### config.mk
export PLATFORM = sky130hd
export DESIGN_NAME = priority_schedule_timing
export DESIGN_NICKNAME = d
export VERILOG_FILES = /design/src/pst_pkg.sv /design/src/pst_ram.sv /design/src/pst_div.sv /design/src/priority_schedule_timing.sv
export SDC_FILE = /design/constraint.sdc
export NUM_CORES = 1
export LEC_CHECK = 0
export BUFFER_PORTS_ARGS = -buffer_cell sky130_fd_sc_hd__buf_2
export CORE_UTILIZATION = 55
export CTS_CLUSTER_DIAMETER = 150
export DETAILED_ROUTE_END_ITERATION = 6
export PLACE_DENSITY = 0.73
export SLEW_MARGIN = 20
export SYNTH_ARGS = -nofsm -noshare
export SYNTH_HDL_FRONTEND = slang
export SYNTH_SLANG_ARGS = --single-unit
### constraint.sdc
create_clock -name aclk -period 8.25 [get_ports aclk]
set_input_delay 0.825 -clock aclk [delete_from_list [all_inputs] [get_ports aclk]]
set_output_delay 0.825 -clock aclk [all_outputs]
set_load 0.005 [all_outputs]
### src/pst_pkg.sv
// Shared constants and types for the priority schedule timing block.
// No dependencies; imported by the top level and by the testbench checker.
package pst_pkg;

    localparam int BURST_W = 16;
    localparam int PRIO_W  = 8;
    localparam int ARR_W   = 6;
    localparam int POS_W   = 7;
    localparam int TIME_W  = 22;
    localparam int AVG_W   = 30;
    localparam int FRAC_W  = 8;
    localparam int ENTRY_W = BURST_W + PRIO_W + ARR_W;
    localparam int KEY_W   = PRIO_W + ARR_W;
    localparam int S_DATA_W = 24;
    localparam int M_DATA_W = 144;

    localparam logic [2:0] ST_LOAD = 3'd0;
    localparam logic [2:0] ST_SCAN = 3'd1;
    localparam logic [2:0] ST_SEL  = 3'd2;
    localparam logic [2:0] ST_DIV  = 3'd3;

    typedef struct packed {
        logic [BURST_W-1:0] burst;
        logic [PRIO_W-1:0]  prio;
        logic [ARR_W-1:0]   arr;
    } entry_t;

    typedef struct packed {
        logic [AVG_W-1:0]  avg_turn;
        logic [AVG_W-1:0]  avg_wait;
        logic [TIME_W-1:0] turn;
        logic [TIME_W-1:0] wait_t;
        logic [PRIO_W-1:0] prio;
        logic [BURST_W-1:0] burst;
        logic [POS_W-1:0]  arr_idx;
        logic [POS_W-1:0]  pos;
    } result_t;

endpackage

### src/pst_ram.sv
// Generic single-port-write, registered-read RAM.
// Depends on nothing.
module pst_ram #(
    parameter int WIDTH = 8,
    parameter int DEPTH = 16
) (
    input  logic                                        aclk,
    input  logic                                        wr_en,
    input  logic [((DEPTH > 1) ? $clog2(DEPTH) : 1)-1:0] wr_addr,
    input  logic [WIDTH-1:0]                            wr_data,
    input  logic [((DEPTH > 1) ? $clog2(DEPTH) : 1)-1:0] rd_addr,
    output logic [WIDTH-1:0]                            rd_data
);
    logic [WIDTH-1:0] mem [DEPTH];
    logic [WIDTH-1:0] rd_data_reg;

    always_ff @(posedge aclk) begin
        if (wr_en) begin
            mem[wr_addr] <= wr_data;
        end
        rd_data_reg <= mem[rd_addr];
    end

    assign rd_data = rd_data_reg;
endmodule

### src/pst_div.sv
// Bit-serial restoring divider: two dividends over one shared divisor.
// Depends on nothing; one quotient bit per cycle.
module pst_div #(
    parameter int DW = 37,
    parameter int VW = 5
) (
    input  logic          aclk,
    input  logic          aresetn,
    input  logic          start,
    input  logic [DW-1:0] dividend_a,
    input  logic [DW-1:0] dividend_b,
    input  logic [VW-1:0] divisor,
    output logic          done,
    output logic [DW-1:0] quot_a,
    output logic [DW-1:0] quot_b
);
    localparam int CNT_W = $clog2(DW + 1);

    logic [CNT_W-1:0] cnt_reg;
    logic             busy_reg, done_reg;
    logic [VW-1:0]    rem_a_reg, rem_b_reg;
    logic [DW-1:0]    q_a_reg, q_b_reg;
    logic [VW:0]      t_a, t_b, d_ext, r_a, r_b;
    logic             ge_a, ge_b;

    always_comb begin
        d_ext = {1'b0, divisor};
        t_a   = {rem_a_reg, q_a_reg[DW-1]};
        t_b   = {rem_b_reg, q_b_reg[DW-1]};
        ge_a  = (t_a >= d_ext);
        ge_b  = (t_b >= d_ext);
        r_a   = ge_a ? (t_a - d_ext) : t_a;
        r_b   = ge_b ? (t_b - d_ext) : t_b;
    end

    always_ff @(posedge aclk) begin
        if (!aresetn) begin
            busy_reg <= 1'b0;
            done_reg <= 1'b0;
            cnt_reg  <= '0;
        end else begin
            done_reg <= 1'b0;
            if (start) begin
                busy_reg <= 1'b1;
                cnt_reg  <= '0;
            end else if (busy_reg) begin
                cnt_reg <= cnt_reg + 1'b1;
                if (cnt_reg == CNT_W'(DW - 1)) begin
                    busy_reg <= 1'b0;
                    done_reg <= 1'b1;
                end
            end
        end
    end

    always_ff @(posedge aclk) begin
        if (start) begin
            rem_a_reg <= '0;
            rem_b_reg <= '0;
            q_a_reg   <= dividend_a;
            q_b_reg   <= dividend_b;
        end else if (busy_reg) begin
            // The remainder stays below the divisor, so it fits VW bits.
            rem_a_reg <= r_a[VW-1:0];
            rem_b_reg <= r_b[VW-1:0];
            q_a_reg   <= {q_a_reg[DW-2:0], ge_a};
            q_b_reg   <= {q_b_reg[DW-2:0], ge_b};
        end
    end

    assign done   = done_reg;
    assign quot_a = q_a_reg;
    assign quot_b = q_b_reg;
endmodule

### src/priority_schedule_timing.sv
// Top level of the non-preemptive priority scheduling timing block.
// Depends on pst_pkg, pst_ram and pst_div.
//
// Channel  Dir  tdata (low bit up)                              tlast          tuser
// s_       in   burst_time[15:0], job_priority[23:16]           last_job       -
// m_       out  service_position, arrival_index, job_burst,     final_result   jobs_dropped
//               job_prio, waiting_time, turnaround_time,
//               avg_waiting_fx, avg_turnaround_fx
//
// Jobs load one per cycle into the job RAM while the block is in its load
// state. After the last job the block runs a selection scan over the RAM
// twice: once to total the times, once to emit. Between the two the serial
// divider holds the block while it forms both averages (35 quotient bits,
// one per cycle). Reset is synchronous and clears control state only.
// A stalled result holds the emit scan; the next set may load while the final
// result still waits.
module priority_schedule_timing
    import pst_pkg::*;
#(
    parameter int MAX_PROCS = 16
) (
    input  logic                aclk,
    input  logic                aresetn,
    input  logic                s_tvalid,
    output logic                s_tready,
    input  logic [S_DATA_W-1:0] s_tdata,   // burst_time, job_priority
    input  logic                s_tlast,
    output logic                m_tvalid,
    input  logic                m_tready,
    output logic [M_DATA_W-1:0] m_tdata,   // see table above
    output logic                m_tlast,
    output logic                m_tuser    // jobs_dropped
);
    localparam int CW   = $clog2(MAX_PROCS + 1);
    localparam int AW   = (MAX_PROCS > 1) ? $clog2(MAX_PROCS) : 1;
    localparam int TW   = TIME_W + CW;
    localparam int DIVW = TW + FRAC_W;

    logic [2:0]        state_reg, state_next;
    logic [CW-1:0]     count_reg, scan_reg, pos_reg;
    logic              ovf_reg, pass_reg;
    logic              rd_valid_reg;
    logic              lo_valid_reg, best_valid_reg;
    logic [KEY_W-1:0]  lo_key_reg, best_key_reg;
    logic [BURST_W-1:0] best_burst_reg;
    logic [TIME_W-1:0] elapsed_reg;
    logic [TW-1:0]     tot_wait_reg, tot_turn_reg;
    logic [AVG_W-1:0]  avg_w_reg, avg_t_reg;
    logic              div_start_reg;
    result_t           res_reg;
    logic              m_valid_reg, m_last_reg, m_user_reg;

    logic              s_fire, out_free, issue, better, emit;
    logic [AW-1:0]     wr_addr;
    entry_t            wr_entry, rd_entry;
    logic [ENTRY_W-1:0] rd_raw;
    logic [KEY_W-1:0]  rd_key;
    logic [TIME_W-1:0] elapsed_plus;
    logic              div_done;
    logic [DIVW-1:0]   q_a, q_b;

    assign s_tready = (state_reg == ST_LOAD);
    assign s_fire   = s_tvalid && s_tready;
    assign out_free = !m_valid_reg || m_tready;
    assign issue    = (state_reg == ST_SCAN) && (scan_reg < count_reg);
    assign wr_addr  = count_reg[AW-1:0];

    always_comb begin
        wr_entry.burst = s_tdata[BURST_W-1:0];
        wr_entry.prio  = s_tdata[BURST_W+PRIO_W-1:BURST_W];
        wr_entry.arr   = ARR_W'(count_reg);
    end

    pst_ram #(.WIDTH(ENTRY_W), .DEPTH(MAX_PROCS)) u_ram (
        .aclk    (aclk),
        .wr_en   (s_fire && (count_reg < CW'(MAX_PROCS))),
        .wr_addr (wr_addr),
        .wr_data (wr_entry),
        .rd_addr (scan_reg[AW-1:0]),
        .rd_data (rd_raw)
    );

    assign rd_entry = entry_t'(rd_raw);
    assign rd_key   = {rd_entry.prio, rd_entry.arr};
    // Candidate must lie above the last key served and below the best so far.
    assign better   = rd_valid_reg && (!lo_valid_reg || (rd_key > lo_key_reg))
                      && (!best_valid_reg || (rd_key < best_key_reg));
    assign elapsed_plus = elapsed_reg + TIME_W'(best_burst_reg);
    assign emit     = (state_reg == ST_SEL) && pass_reg && out_free;

    pst_div #(.DW(DIVW), .VW(CW)) u_div (
        .aclk       (aclk),
        .aresetn    (aresetn),
        .start      (div_start_reg),
        .dividend_a ({tot_wait_reg, {FRAC_W{1'b0}}}),
        .dividend_b ({tot_turn_reg, {FRAC_W{1'b0}}}),
        .divisor    (count_reg),
        .done       (div_done),
        .quot_a     (q_a),
        .quot_b     (q_b)
    );

    always_comb begin
        state_next = state_reg;
        case (state_reg)
            ST_LOAD: if (s_fire && s_tlast) state_next = ST_SCAN;
            ST_SCAN: if (rd_valid_reg && (scan_reg == count_reg)) state_next = ST_SEL;
            ST_SEL: begin
                if (!pass_reg) begin
                    state_next = (pos_reg + 1'b1 == count_reg) ? ST_DIV : ST_SCAN;
                end else if (out_free) begin
                    state_next = (pos_reg + 1'b1 == count_reg) ? ST_LOAD : ST_SCAN;
                end
            end
            ST_DIV:  if (div_done) state_next = ST_SCAN;
            default: state_next = ST_LOAD;
        endcase
    end

    // Control state.
    always_ff @(posedge aclk) begin
        if (!aresetn) begin
            state_reg      <= ST_LOAD;
            count_reg      <= '0;
            ovf_reg        <= 1'b0;
            pass_reg       <= 1'b0;
            scan_reg       <= '0;
            pos_reg        <= '0;
            rd_valid_reg   <= 1'b0;
            lo_valid_reg   <= 1'b0;
            best_valid_reg <= 1'b0;
            div_start_reg  <= 1'b0;
            m_valid_reg    <= 1'b0;
        end else begin
            state_reg     <= state_next;
            rd_valid_reg  <= issue;
            div_start_reg <= 1'b0;
            if (m_tready) m_valid_reg <= 1'b0;
            if (issue) scan_reg <= scan_reg + 1'b1;
            if (better) best_valid_reg <= 1'b1;
            case (state_reg)
                ST_LOAD: begin
                    if (s_fire) begin
                        // Drop the job when full; remember the drop for the set.
                        if (count_reg < CW'(MAX_PROCS)) count_reg <= count_reg + 1'b1;
                        else ovf_reg <= 1'b1;
                        if (s_tlast) begin
                            pass_reg       <= 1'b0;
                            scan_reg       <= '0;
                            pos_reg        <= '0;
                            lo_valid_reg   <= 1'b0;
                            best_valid_reg <= 1'b0;
                        end
                    end
                end
                ST_SEL: begin
                    if (!pass_reg || out_free) begin
                        lo_valid_reg   <= 1'b1;
                        best_valid_reg <= 1'b0;
                        scan_reg       <= '0;
                        pos_reg        <= pos_reg + 1'b1;
                        if (pos_reg + 1'b1 == count_reg) begin
                            // Restart position tracking for the next pass.
                            lo_valid_reg <= 1'b0;
                            pos_reg      <= '0;
                            if (!pass_reg) begin
                                div_start_reg <= 1'b1;
                            end else begin
                                count_reg <= '0;
                                ovf_reg   <= 1'b0;
                            end
                        end
                    end
                    if (emit) m_valid_reg <= 1'b1;
                end
                ST_DIV: if (div_done) pass_reg <= 1'b1;
                default: ;
            endcase
        end
    end

    // Datapath registers.
    always_ff @(posedge aclk) begin
        if (better) begin
            best_key_reg   <= rd_key;
            best_burst_reg <= rd_entry.burst;
        end
        if (state_reg == ST_LOAD && s_fire && s_tlast) begin
            elapsed_reg  <= '0;
            tot_wait_reg <= '0;
            tot_turn_reg <= '0;
        end
        if (state_reg == ST_SEL && (!pass_reg || out_free)) begin
            lo_key_reg  <= best_key_reg;
            elapsed_reg <= elapsed_plus;
            if (pos_reg + 1'b1 == count_reg) elapsed_reg <= '0;
            if (!pass_reg) begin
                tot_wait_reg <= tot_wait_reg + TW'(elapsed_reg);
                tot_turn_reg <= tot_turn_reg + TW'(elapsed_plus);
            end
        end
        if (state_reg == ST_DIV && div_done) begin
            avg_w_reg <= q_a[AVG_W-1:0];
            avg_t_reg <= q_b[AVG_W-1:0];
        end
        if (emit) begin
            res_reg.pos      <= POS_W'(pos_reg) + 1'b1;
            res_reg.arr_idx  <= POS_W'(best_key_reg[ARR_W-1:0]) + 1'b1;
            res_reg.burst    <= best_burst_reg;
            res_reg.prio     <= best_key_reg[KEY_W-1:ARR_W];
            res_reg.wait_t   <= elapsed_reg;
            res_reg.turn     <= elapsed_plus;
            res_reg.avg_wait <= avg_w_reg;
            res_reg.avg_turn <= avg_t_reg;
            m_last_reg       <= (pos_reg + 1'b1 == count_reg);
            m_user_reg       <= ovf_reg;
        end
    end

    assign m_tvalid = m_valid_reg;
    assign m_tdata  = {{(M_DATA_W - $bits(result_t)){1'b0}}, res_reg};
    assign m_tlast  = m_last_reg;
    assign m_tuser  = m_user_reg;

`ifndef NO_ASSERTIONS
    a_count_bound: assert property (@(posedge aclk) disable iff (!aresetn)
        count_reg <= CW'(MAX_PROCS))
        else $error("job count exceeds capacity");

    a_emit_in_range: assert property (@(posedge aclk) disable iff (!aresetn)
        emit |-> (pos_reg < count_reg))
        else $error("result emitted beyond stored jobs");

    a_div_in_div: assert property (@(posedge aclk) disable iff (!aresetn)
        div_done |-> (state_reg == ST_DIV))
        else $error("divider finished outside its phase");

    a_no_load_busy: assert property (@(posedge aclk) disable iff (!aresetn)
        (s_fire && s_tlast) |=> (state_reg == ST_SCAN && !pass_reg))
        else $error("schedule did not start after last job");
`endif
endmodule

Word level (Yosys, flattened, before mapping)
Memory sizes are Yosys's and may differ from the RTL's. A register that Yosys moved wholly into a read port is not among the register bits.
Cells that the tools add are included.

storage, ports and cells
  memory bits (writable) = 464
  flip-flop bits (word level) = 467
  output and inout bits = 148
  input port bits = 29
  logic and storage cells = 177
  memories kept = 1

operators by class
  add/sub/neg operators = 11
  bitwise gates (word level) = 2
  reduce and logical (&&, ||, !) cells = 34
  multiplexer cells = 67
  order comparisons = 6
  eq/ne operators = 17

memory list
  name       words  bits a word  read ports  clocked after memory_dff  wr ports  RTL line       RTL
  u_ram.mem  16     29           1           1                         1         pst_ram.sv:14  logic [WIDTH-1:0] mem [DEPTH];

operators by type and width
  operator             number
  $mux 27              6
  $mux 35              4
  $mux 5               15
  $mux 22              3
  $add 27x22->27       2
  $pmux 5 s2           3
  $mux 1               25
  $add 22x16->22       1
  $ne 2x1->1 const B   8
  $reduce_and 4->1     4
  $add 5x1->5 const B  3
  $mux 3               5
  $gt 14x14->1         1
  $lt 14x14->1         1
  $logic_and 1x1->1    13
  $ge 6x5->1           2
  $pmux 3 s4           1
  $reduce_and 6->1     2
  $eq 5x5->1           2
  $sub 5x5->5          2
  $pmux 1 s2           4
  $reduce_bool 2->1    4
  $add 6x1->7 const B  1
  $add 5x1->6 const B  1
  other kinds (15)     24

Logic depth before layout (Yosys ltp)
Gate-level depths: netlist of the first run.

  word-level depth = 8
  mapped depth = 16
  mapped depth without buffers = 16

Modules after synthesis
Synthesis of the first run repeated with hierarchy kept, for this count alone.

second synthesis, totals
  cells, all modules = 2244
  area total of the unflattened synthesis = 38191.6 um2

modules (own cells, without submodules)
  module                    instances  area an instance (um2)  cells each  sequential area each (um2)
  pst_ram                   1          18939.4                 785         15014.4
  priority_schedule_timing  1          15108.2                 1163        9639.2
  pst_div                   1          4144.0                  296         2462.4

Worst setup path after synthesis of the first run
No wires, ideal clock.

  path kind = flip-flop to flip-flop
  from = register state_reg[0]
  to = register ovf_reg
  period minus slack after synthesis = 7555 ps
  cell stages (with the launch flop) = 7
  required time = 7841 ps
  setup time = 409 ps
  arrival = 7147 ps
  buffers on the path = 1
  slack = 695 ps
  cell sequence = dfxtp_1 inv_1 ha_1 clkbuf_1 nand2_1 nor2_1 a31oi_1

between the ends
  cells in the longest elaborated chain, start to end = 4
  elaborated cells between the ends (all ways) = 11
  those cells by class = eq/ne (6); mux (1); reduce/logical (4)

ends and longest elaborated chain
  item                               RTL line                                                         RTL
  start: declaration                 priority_schedule_timing.sv:39                                   logic [2:0] state_reg, state_next;
  start signal: assignment           priority_schedule_timing.sv:135                                  state_reg <= state_next;
  $logic_not 3->1                    priority_schedule_timing.sv:62, priority_schedule_timing.sv:141
  $logic_and 1x1->1                  priority_schedule_timing.sv:63                                   assign s_fire = s_tvalid && s_tready;
  $ne 2x1->1 (no source line)        -
  $reduce_and 6->1 (no source line)  -
  end signal: assignment             priority_schedule_timing.sv:125                                  ovf_reg <= 1'b0;
  end signal: assignment             priority_schedule_timing.sv:146                                  else ovf_reg <= 1'b1;
  end signal: assignment             priority_schedule_timing.sv:170                                  ovf_reg <= 1'b0;
  end: declaration                   priority_schedule_timing.sv:41                                   logic ovf_reg, pass_reg;

Parallel ways exist; a longest one is shown, timed or not.
A chain may end at the register's enable or synchronous reset.

Final worst setup path of the first run
  from = register elapsed_reg[0]
  to = register tot_turn_reg[19]

between the ends
  cells in the longest elaborated chain, start to end = 4

ends and longest elaborated chain
  item                        RTL line                         RTL
  start: declaration          priority_schedule_timing.sv:46   logic [TIME_W-1:0] elapsed_reg;
  start signal: assignment    priority_schedule_timing.sv:195  elapsed_reg <= elapsed_plus;
  $add 22x16->22              priority_schedule_timing.sv:88   assign elapsed_plus = elapsed_reg + TIME_W'(best_burst_reg);
  named net elapsed_plus[10]  priority_schedule_timing.sv:58   logic [TIME_W-1:0] elapsed_plus;
  $add 27x22->27              priority_schedule_timing.sv:199  tot_turn_reg <= tot_turn_reg + TW'(elapsed_plus);
  $mux 27                     priority_schedule_timing.sv:197  if (!pass_reg) begin
  $mux 27                     priority_schedule_timing.sv:193  if (state_reg == ST_SEL && (!pass_reg || out_free)) begin
  end signal: assignment      priority_schedule_timing.sv:199
  end: declaration            priority_schedule_timing.sv:47   logic [TW-1:0] tot_wait_reg, tot_turn_reg;

The timed path passes the listed nets, and every way through them passes these cells.

==> results of run 1 <==
==> report_power, final <==
| group | leakage (nW) | internal (mW) | switching (mW) | total, mW |
|---|---|---|---|---|
| Clock | 1.53 | 2.53 | 1.77 | 4.30 |
| Combinational | 4.81 | 1.04 | 1.56 | 2.60 |
| Sequential | 8.25 | 5.52 | 0.318 | 5.84 |
==> cells in the final DEF (no fill, tap or decap), drive strengths merged, types with 17 or more instances in the layout <==
cell    synthesis  final
edfxtp        784    784
buf            32    206
mux4          145    145
dfxtp         141    141
nand2         122    122
ha            114    114
clkbuf         53    114
o21ai          87     87
nor2           81     81
a21oi          78     78
inv            65     70
nand3          56     56
a22o           56     56
a21o           40     40
xnor2          37     37
clkinv          0     36
xor2           35     35
and2           31     31
nor3           21     21
nand4          19     19
a31oi          17     17
mux2i          17     17
==> kinds of logic (layout without fill, tap and decap cells) <==
logic type | count (synthesis) | after routing | share of synthesized area [%]
flip-flops | 925 | 925 | 71.3
other | 1 | 5 | 0.0101
XOR/XNOR | 74 | 74 | 1.83
adder cells (fa/ha/maj) | 119 | 119 | 4.13
AO/OA/AOI/OAI | 367 | 367 | 6.68
buffers and inverters | 150 | 441 | 1.68
multiplexers | 162 | 162 | 9.30
AND/OR/NAND/NOR | 390 | 390 | 5.05
==> critical path: stages, from the launching register on <==
cell and delay (ns):
edfxtp_1 0.45, ha_1 0.27, fa_1 0.45, a211oi_1 0.29, o21ai_0 0.27, a31oi_1 0.34, o21bai_1 0.10, a21oi_1 0.19
xnor2_1 0.20, ha_1 0.36, and3_1 0.23, and3_1 0.18, a22oi_1 0.25, nand3_1 0.16, a31oi_1 0.33, nor4_1 0.09
a211o_1 0.29
==> per-layer routing <==
| metal | vias to the layer above | track usage, % |
|---|---|---|
| met5 | - | 0 |
| met4 | 6 | 9.85 |
| met3 | 177 | 3.54 |
| met2 | 798 | 41.2 |
| met1 | 10300 | 31.9 |
| li1 | 9070 | - |
==> worst paths after layout <==
kind,slack [ns],depth (start not counted),end,from
worst min-delay path,0.36,0,m_tdata[82]$_DFFE_PP_,avg_w_reg[0]$_DFFE_PP_
worst min register to register,0.36,0,m_tdata[82]$_DFFE_PP_,avg_w_reg[0]$_DFFE_PP_
worst max register to register,3.70,16,tot_turn_reg[19]$_DFF_P_,elapsed_reg[0]$_SDFFCE_PP0P_
worst max-delay path,3.70,16,tot_turn_reg[19]$_DFF_P_,elapsed_reg[0]$_SDFFCE_PP0P_
==> metrics by stage <==
stage / cells / power, mW
6_report: 3347 / 12.7
5_1_grt: 3346 / 13.3
4_1_cts: 3345 / 12.8
3_5_place_dp: 3175 / 8.49
3_3_place_gp: 3175 / 8.41
2_1_floorplan: 2191 / 7.75
==> area by class of cell <==
cell class                 count  area (sq um)  share of cell area (%)
sequential                   925         26400                    62.7
tap                          864          1080                    2.57
inverter                      65           244                   0.580
antenna                        1          2.50                 0.00595
clock buffer                 114          2430                    5.79
multi-input combinational   1116         10100                    24.0
clock inverter                56           717                    1.70
timing repair buffer         206          1130                    2.68
==> impl_metrics.json, run 1 <==
{
  "first_pass_iters": 7,
  "utilization_pct": 63.6,
  "core_sq_um": 66100,
  "synthArstFlopShare_pct": 0,
  "setup_tns_ns": 0,
  "cts_setup_buffers": 0,
  "worst-setup-path-type": "reg2reg",
  "grt_max_degree": 70,
  "highest_layer": "met5",
  "clock_path_buffers": 3,
  "setup_viol_count_final": 0,
  "clock-skew-final_ns": 0.0751,
  "placement.io_buffers": 172,
  "routedWlPerCell_um": 24.6,
  "antenna_found_initial": 8,
  "synth_ff_type": "edfxtp_1",
  "worstPathRequired_ns": 8.80,
  "clk_latency_ns": 0.66,
  "die_w_um": 261,
  "critPathLaunchType": "register",
  "wl_met1_um": 32800,
  "die-area_sq_um": 68200,
  "synth-edff-count": 784,
  "place_area_sq_um": 38900,
  "synth.most_common_cell": "edfxtp_1",
  "place_ws_ns": 3.80,
  "wl_um": 82300,
  "cts_buffers": 91,
  "drv_cap": 0,
  "ys_ff_latch": 925,
  "synth_cell_type_count": 74,
  "area_delta_synth_final_pct": 13.8,
  "ctsHoldBuffers": 0,
  "cp_data_arrival_time_ns": 5.10,
  "largest-register": "u_ram.mem",
  "grt_pass1_wl_um": 124000,
  "synth_top_area_share_pct": 63.7,
  "post-route-min-period_ns": 4.55,
  "met3_length_um": 5150,
  "worstMarginPinSlew_ns": 1.11,
  "vdd_drop_max_mv": 0.184,
  "worstPathMaxFanout": 6,
  "hold_viol": 0,
  "routabilityCongestion": 0.944,
  "initialDrtViolationCount": 1790,
  "fmax_mhz": 220,
  "dp_hpwl_um": 48700,
  "vias": 20400,
  "yosysSeqAreaShare_pct": 71.3,
  "route.met2.wl_um": 41400,
  "p_leak_nw": 14.6,
  "drc": 34,
  "via_per_inst": 6.09,
  "start_util_pct": 55.9,
  "slew_viol_final": 0,
  "gr-usage-all-layers_pct": 24.4,
  "synth_top_area_cell": "edfxtp_1",
  "hold_class": "reg2reg",
  "drive_gt1_share_pct": 21.3,
  "clock-sinks": 925,
  "fin_nets": 2553,
  "cts.repair.resized": 0,
  "first_global_vias": 20300,
  "cts-root-buf": "clkbuf_16",
  "rsz0062_at_grt": "no",
  "cts_tree": "built",
  "relSlewSlack_pct": 26.0,
  "violations": "design-rule violations",
  "syn_avg_cell_area_sq_um": 16.9,
  "yosys-top-cells-count": "edfxtp_1, mux4_2, dfxtp_1",
  "syn_inst": 2188,
  "synth_warnings": 0,
  "ios": 177,
  "path_clk_slew_ns": 0.06,
  "end_kind": "register",
  "synthTopCellsByArea": "edfxtp_1, mux4_2, dfxtp_1",
  "setup_ws_ns": 3.70,
  "fill_cells": 4575,
  "overflow": 0,
  "power_density_nw_per_um2": 303,
  "htree_levels": 3,
  "status": "finished, violations left",
  "largest_reg_flops": 464,
  "ant_nets": 0,
  "rows": 94,
  "die_h_um": 261,
  "syn_area_sq_um": 37000,
  "finalCritPeriodShare_pct": 55.1,
  "fin_area_sq_um": 42100,
  "hold-worst-slack_ns": 0.364
}
No activity file was read; power rests on OpenSTA's default activity.
==> run 2, diff against run 1 <==
--- a/config.mk
+++ b/config.mk
@@ -5,11 +5,12 @@
 export SDC_FILE = /design/constraint.sdc
 export NUM_CORES = 1
 export LEC_CHECK = 0
+export ABC_AREA = 1
 export BUFFER_PORTS_ARGS = -buffer_cell sky130_fd_sc_hd__buf_2
 export CORE_UTILIZATION = 55
 export CTS_CLUSTER_DIAMETER = 150
 export DETAILED_ROUTE_END_ITERATION = 6
-export PLACE_DENSITY = 0.73
+export PLACE_DENSITY = 0.75
 export SLEW_MARGIN = 20
 export SYNTH_ARGS = -nofsm -noshare
 export SYNTH_HDL_FRONTEND = slang
==> constraint.sdc (replaced) <==
create_clock -name aclk -period 3.85 [get_ports aclk]
set_input_delay 0.385 -clock aclk [delete_from_list [all_inputs] [get_ports aclk]]
set_output_delay 0.385 -clock aclk [all_outputs]
set_load 0.005 [all_outputs]
==> run 2 against run 1 <==
Compared with the run above: global-route usage rose by 1.8 points; count of clock-buffer cells in the layout unchanged; first-iteration DRC count is 35% higher; cell count grew 31%; the run now ends clean; highest routed layer unchanged; clock skew is 0.036 ns lower; critical path type unchanged; largest cell class unchanged; area after synthesis up 4.8%; combinational power grew 120%; fmax up 29%; register-to-register slack got worse by 3.4 ns; design area is 5.0% higher; largest power group unchanged; die area is 4.7% higher.
==> impl_metrics.json, run 2 <==
{
  "status": "complete, no violations",
  "layout_common_cells": "edfxtp_1, nand2_1, nor2_1, inv_1, o21ai_0",
  "post-route-min-period_ns": 3.53,
  "worst-setup-path-type": "reg2reg",
  "drc": 0,
  "setup_tns_ns": 0,
  "place_area_sq_um": 40800,
  "relSlewSlack_pct": 24.2,
  "largest-register": "u_ram.mem",
  "initialDrtViolationCount": 2413,
  "synth_cell_type_count": 57,
  "wl_um": 93300,
  "critPathLaunchType": "register",
  "p_total_mw": 27.5,
  "gr-usage-all-layers_pct": 26.1,
  "p_sw_share_pct": 30.3,
  "synth_top_area_share_pct": 60.8,
  "ff2ff_setup_slack_ns": 0.32,
  "via_per_inst": 5.78,
  "clock-sinks": 925,
  "layout_commonest_cell": "edfxtp_1",
  "largest_reg_flops": 464,
  "critPathBufInv": 2,
  "cts_setup_buffers": 0,
  "clock-skew-final_ns": 0.0386,
  "drive_gt1_share_pct": 13.1,
  "yosysSeqAreaShare_pct": 68.1,
  "synth_warnings": 0,
  "synthTopCellsByArea": "edfxtp_1, dfxtp_1, nand2_1",
  "clockPowerShare_pct": 34.1,
  "max_stage_delay_ns": 0.41,
  "fin_nets": 3516,
  "setup_viol_count_final": 0,
  "ctsHoldBuffers": 0,
  "path_clk_slew_ns": 0.06,
  "place_inst": 4206,
  "crit_family": "simple AND/OR/NAND/NOR gates",
  "hold_viol": 0,
  "clk_latency_ns": 0.67,
  "switchingPower_mw": 8.35,
  "rsz0062_at_grt": "no",
  "worstMarginPinSlew_ns": 1.14,
  "yosys-top-cells-count": "edfxtp_1, nand2_1, nor2_1",
  "first_global_vias": 24400,
  "worstPathMaxFanout": 5,
  "ys_ff_latch": 925,
  "power_density_nw_per_um2": 623,
  "syn_area_sq_um": 38700,
  "power.internal_mw": 19.2,
  "end_kind": "register",
  "place_ws_ns": 0.229,
  "grt_max_degree": 170,
  "seqPwrFrac_pct": 45.0,
  "n_antenna_cell": 0,
  "synth_top_area_cell": "edfxtp_1",
  "core_sq_um": 69200,
  "ios": 177,
  "die_h_um": 267,
  "p_leak_nw": 16.3,
  "overflow": 0,
  "crit_start": "best_burst_reg[0]$_DFFE_PP_",
  "cts_tree": "built",
  "cts-root-buf": "clkbuf_16",
  "routabilityCongestion": 0.986,
  "worst_r2r_endpoint": "tot_turn_reg[23]$_DFF_P_",
  "hold_class": "in2reg",
  "clock_path_buffers": 3,
  "setup_ws_ns": 0.318,
  "syn_inst": 3171,
  "die-area_sq_um": 71500,
  "cp-endpoint": "tot_turn_reg[23]$_DFF_P_",
  "p_comb_share_pct": 20.9,
  "synth-edff-count": 784,
  "fin_area_sq_um": 44100,
  "cts.repair.resized": 0,
  "path_depth": 21,
  "ant_nets": 0,
  "fmax_mhz": 283,
  "start_util_pct": 56.0,
  "hold-worst-slack_ns": 0.0721,
  "worstPathRequired_ns": 4.38,
  "cp_data_arrival_time_ns": 4.07,
  "area_delta_synth_final_pct": 14.0,
  "cp_cell_sequence": "ha_2 > fa_1 > nand2_1 > inv_2 > nor2_1 > o21bai_2 > nand2_1 > nand2_2 > nand3_1 > nand2_2 > xnor2_1 > inv_1 > ha_4 > a21oi_1 > o21ai_0 > a21oi_1 > nand3_1 > nand2_1 > nand2_1 > nand3_1 > nand2_1",
  "slowest_stage": "fa_1",
  "antenna_found_initial": 6,
  "routedWlPerCell_um": 21.3,
  "htree_levels": 3,
  "synthArstFlopShare_pct": 0,
  "rows": 96,
  "fill_cells": 5132,
  "worst_path_most_repeated_cell": "nand2_1",
  "reg2reg_from": "best_burst_reg[0]$_DFFE_PP_",
  "utilization_pct": 63.8,
  "final_cells": 4377,
  "vias": 25300,
  "rr_worst_depth": 21,
  "syn_avg_cell_area_sq_um": 12.2,
  "die_w_um": 267,
  "first_pass_iters": 6,
  "drv_cap": 0,
  "grt_pass1_wl_um": 141000,
  "cts_buffers": 91,
  "synth.most_common_cell": "edfxtp_1",
  "vdd_drop_max_mv": 0.471,
  "dp_hpwl_um": 58700,
  "placement.io_buffers": 172,
  "synth_ff_type": "edfxtp_1",
  "finalCritPeriodShare_pct": 91.7,
  "slew_viol_final": 0
}
==> run 2: cell count changes after synthesis, moves of 33 or more <==
cell      change
nand2_1     +377
nor2_1      +250
inv_1       +159
mux4_2      -145
nand3_1     +111
o21ai_0     +110
o221ai_1     +86
mux2i_1      +70
a21o_1       -33
==> run 2: layout make-up <==
class / instances / area [sq um] / share of cell area, %
Tap cell: 931 / 1160 / 2.64
Inverter: 234 / 881 / 2.00
Multi-Input combinational cell: 1884 / 11000 / 25.0
Clock buffer: 114 / 2460 / 5.58
Timing Repair Buffer: 232 / 1440 / 3.25
Sequential cell: 925 / 26400 / 59.7
Clock inverter: 57 / 793 / 1.80
==> run 2: worst min path at each step <==
stage,startpoint,endpoint,slack (ns),cells past startpoint
CTS,s_tdata[19],u_ram.mem[3][8]$_DFFE_PP_,0.04,1
floorplan,u_ram.rd_data[14]$_DFF_P_,best_burst_reg[0]$_DFFE_PP_,0.39,0
detailed placement,u_ram.rd_data[25]$_DFF_P_,best_burst_reg[11]$_DFFE_PP_,0.39,0
global placement,u_ram.rd_data[15]$_DFF_P_,best_burst_reg[1]$_DFFE_PP_,0.39,0
global route,s_tvalid,ovf_reg$_SDFFE_PN0P_,0.06,3
finish,s_tvalid,ovf_reg$_SDFFE_PN0P_,0.07,3
==> run 2: cells by family (layout without fill, tap and decap cells) <==
family                     Yosys count  count (layout)  synth area share, %
DFF                                925             925                 68.1
adders and majority gates          119             119                 3.94
AOI/OAI and AO/OA                  555             555                 9.21
buffers and inverters              365             637                 3.99
muxes                               87              87                 2.25
xor gates and xnor gates            40              40                0.905
other                                1               4              0.00968
and+or+nand+nor                   1079            1079                 11.6
==> run 2: power by group through the flow <==
stage	logic [mW]	registers [mW]	clock network (mW)
CTS	5.64	12.4	9.48
global placement	5.50	12.5	0
global route	6.37	12.4	9.90
detailed placement	5.58	12.6	0
finish	5.74	12.4	9.38
floorplan	4.01	12.3	0
==> run 2: worst register-to-register path: stages (launching register included) <==
cell and delay [ns]:
edfxtp_1 0.39, ha_2 0.24, fa_1 0.41, nand2_1 0.09, inv_2 0.04, nor2_1 0.12, o21bai_2 0.09, nand2_1 0.08
nand2_2 0.10, nand3_1 0.11, nand2_2 0.10, xnor2_1 0.20, inv_1 0.14, ha_4 0.26, a21oi_1 0.27, o21ai_0 0.20
a21oi_1 0.16, nand3_1 0.14, nand2_1 0.09, nand2_1 0.05, nand3_1 0.07, nand2_1 0.05
==> run 2: metal layers <==
| layer | wire (um) | track usage, % |
|---|---|---|
| met1 | 38300 | 34.1 |
| met2 | 45600 | 44.0 |
| met3 | 6190 | 3.84 |
| met4 | 3180 | 10.4 |
| met5 | 60 | 0 |
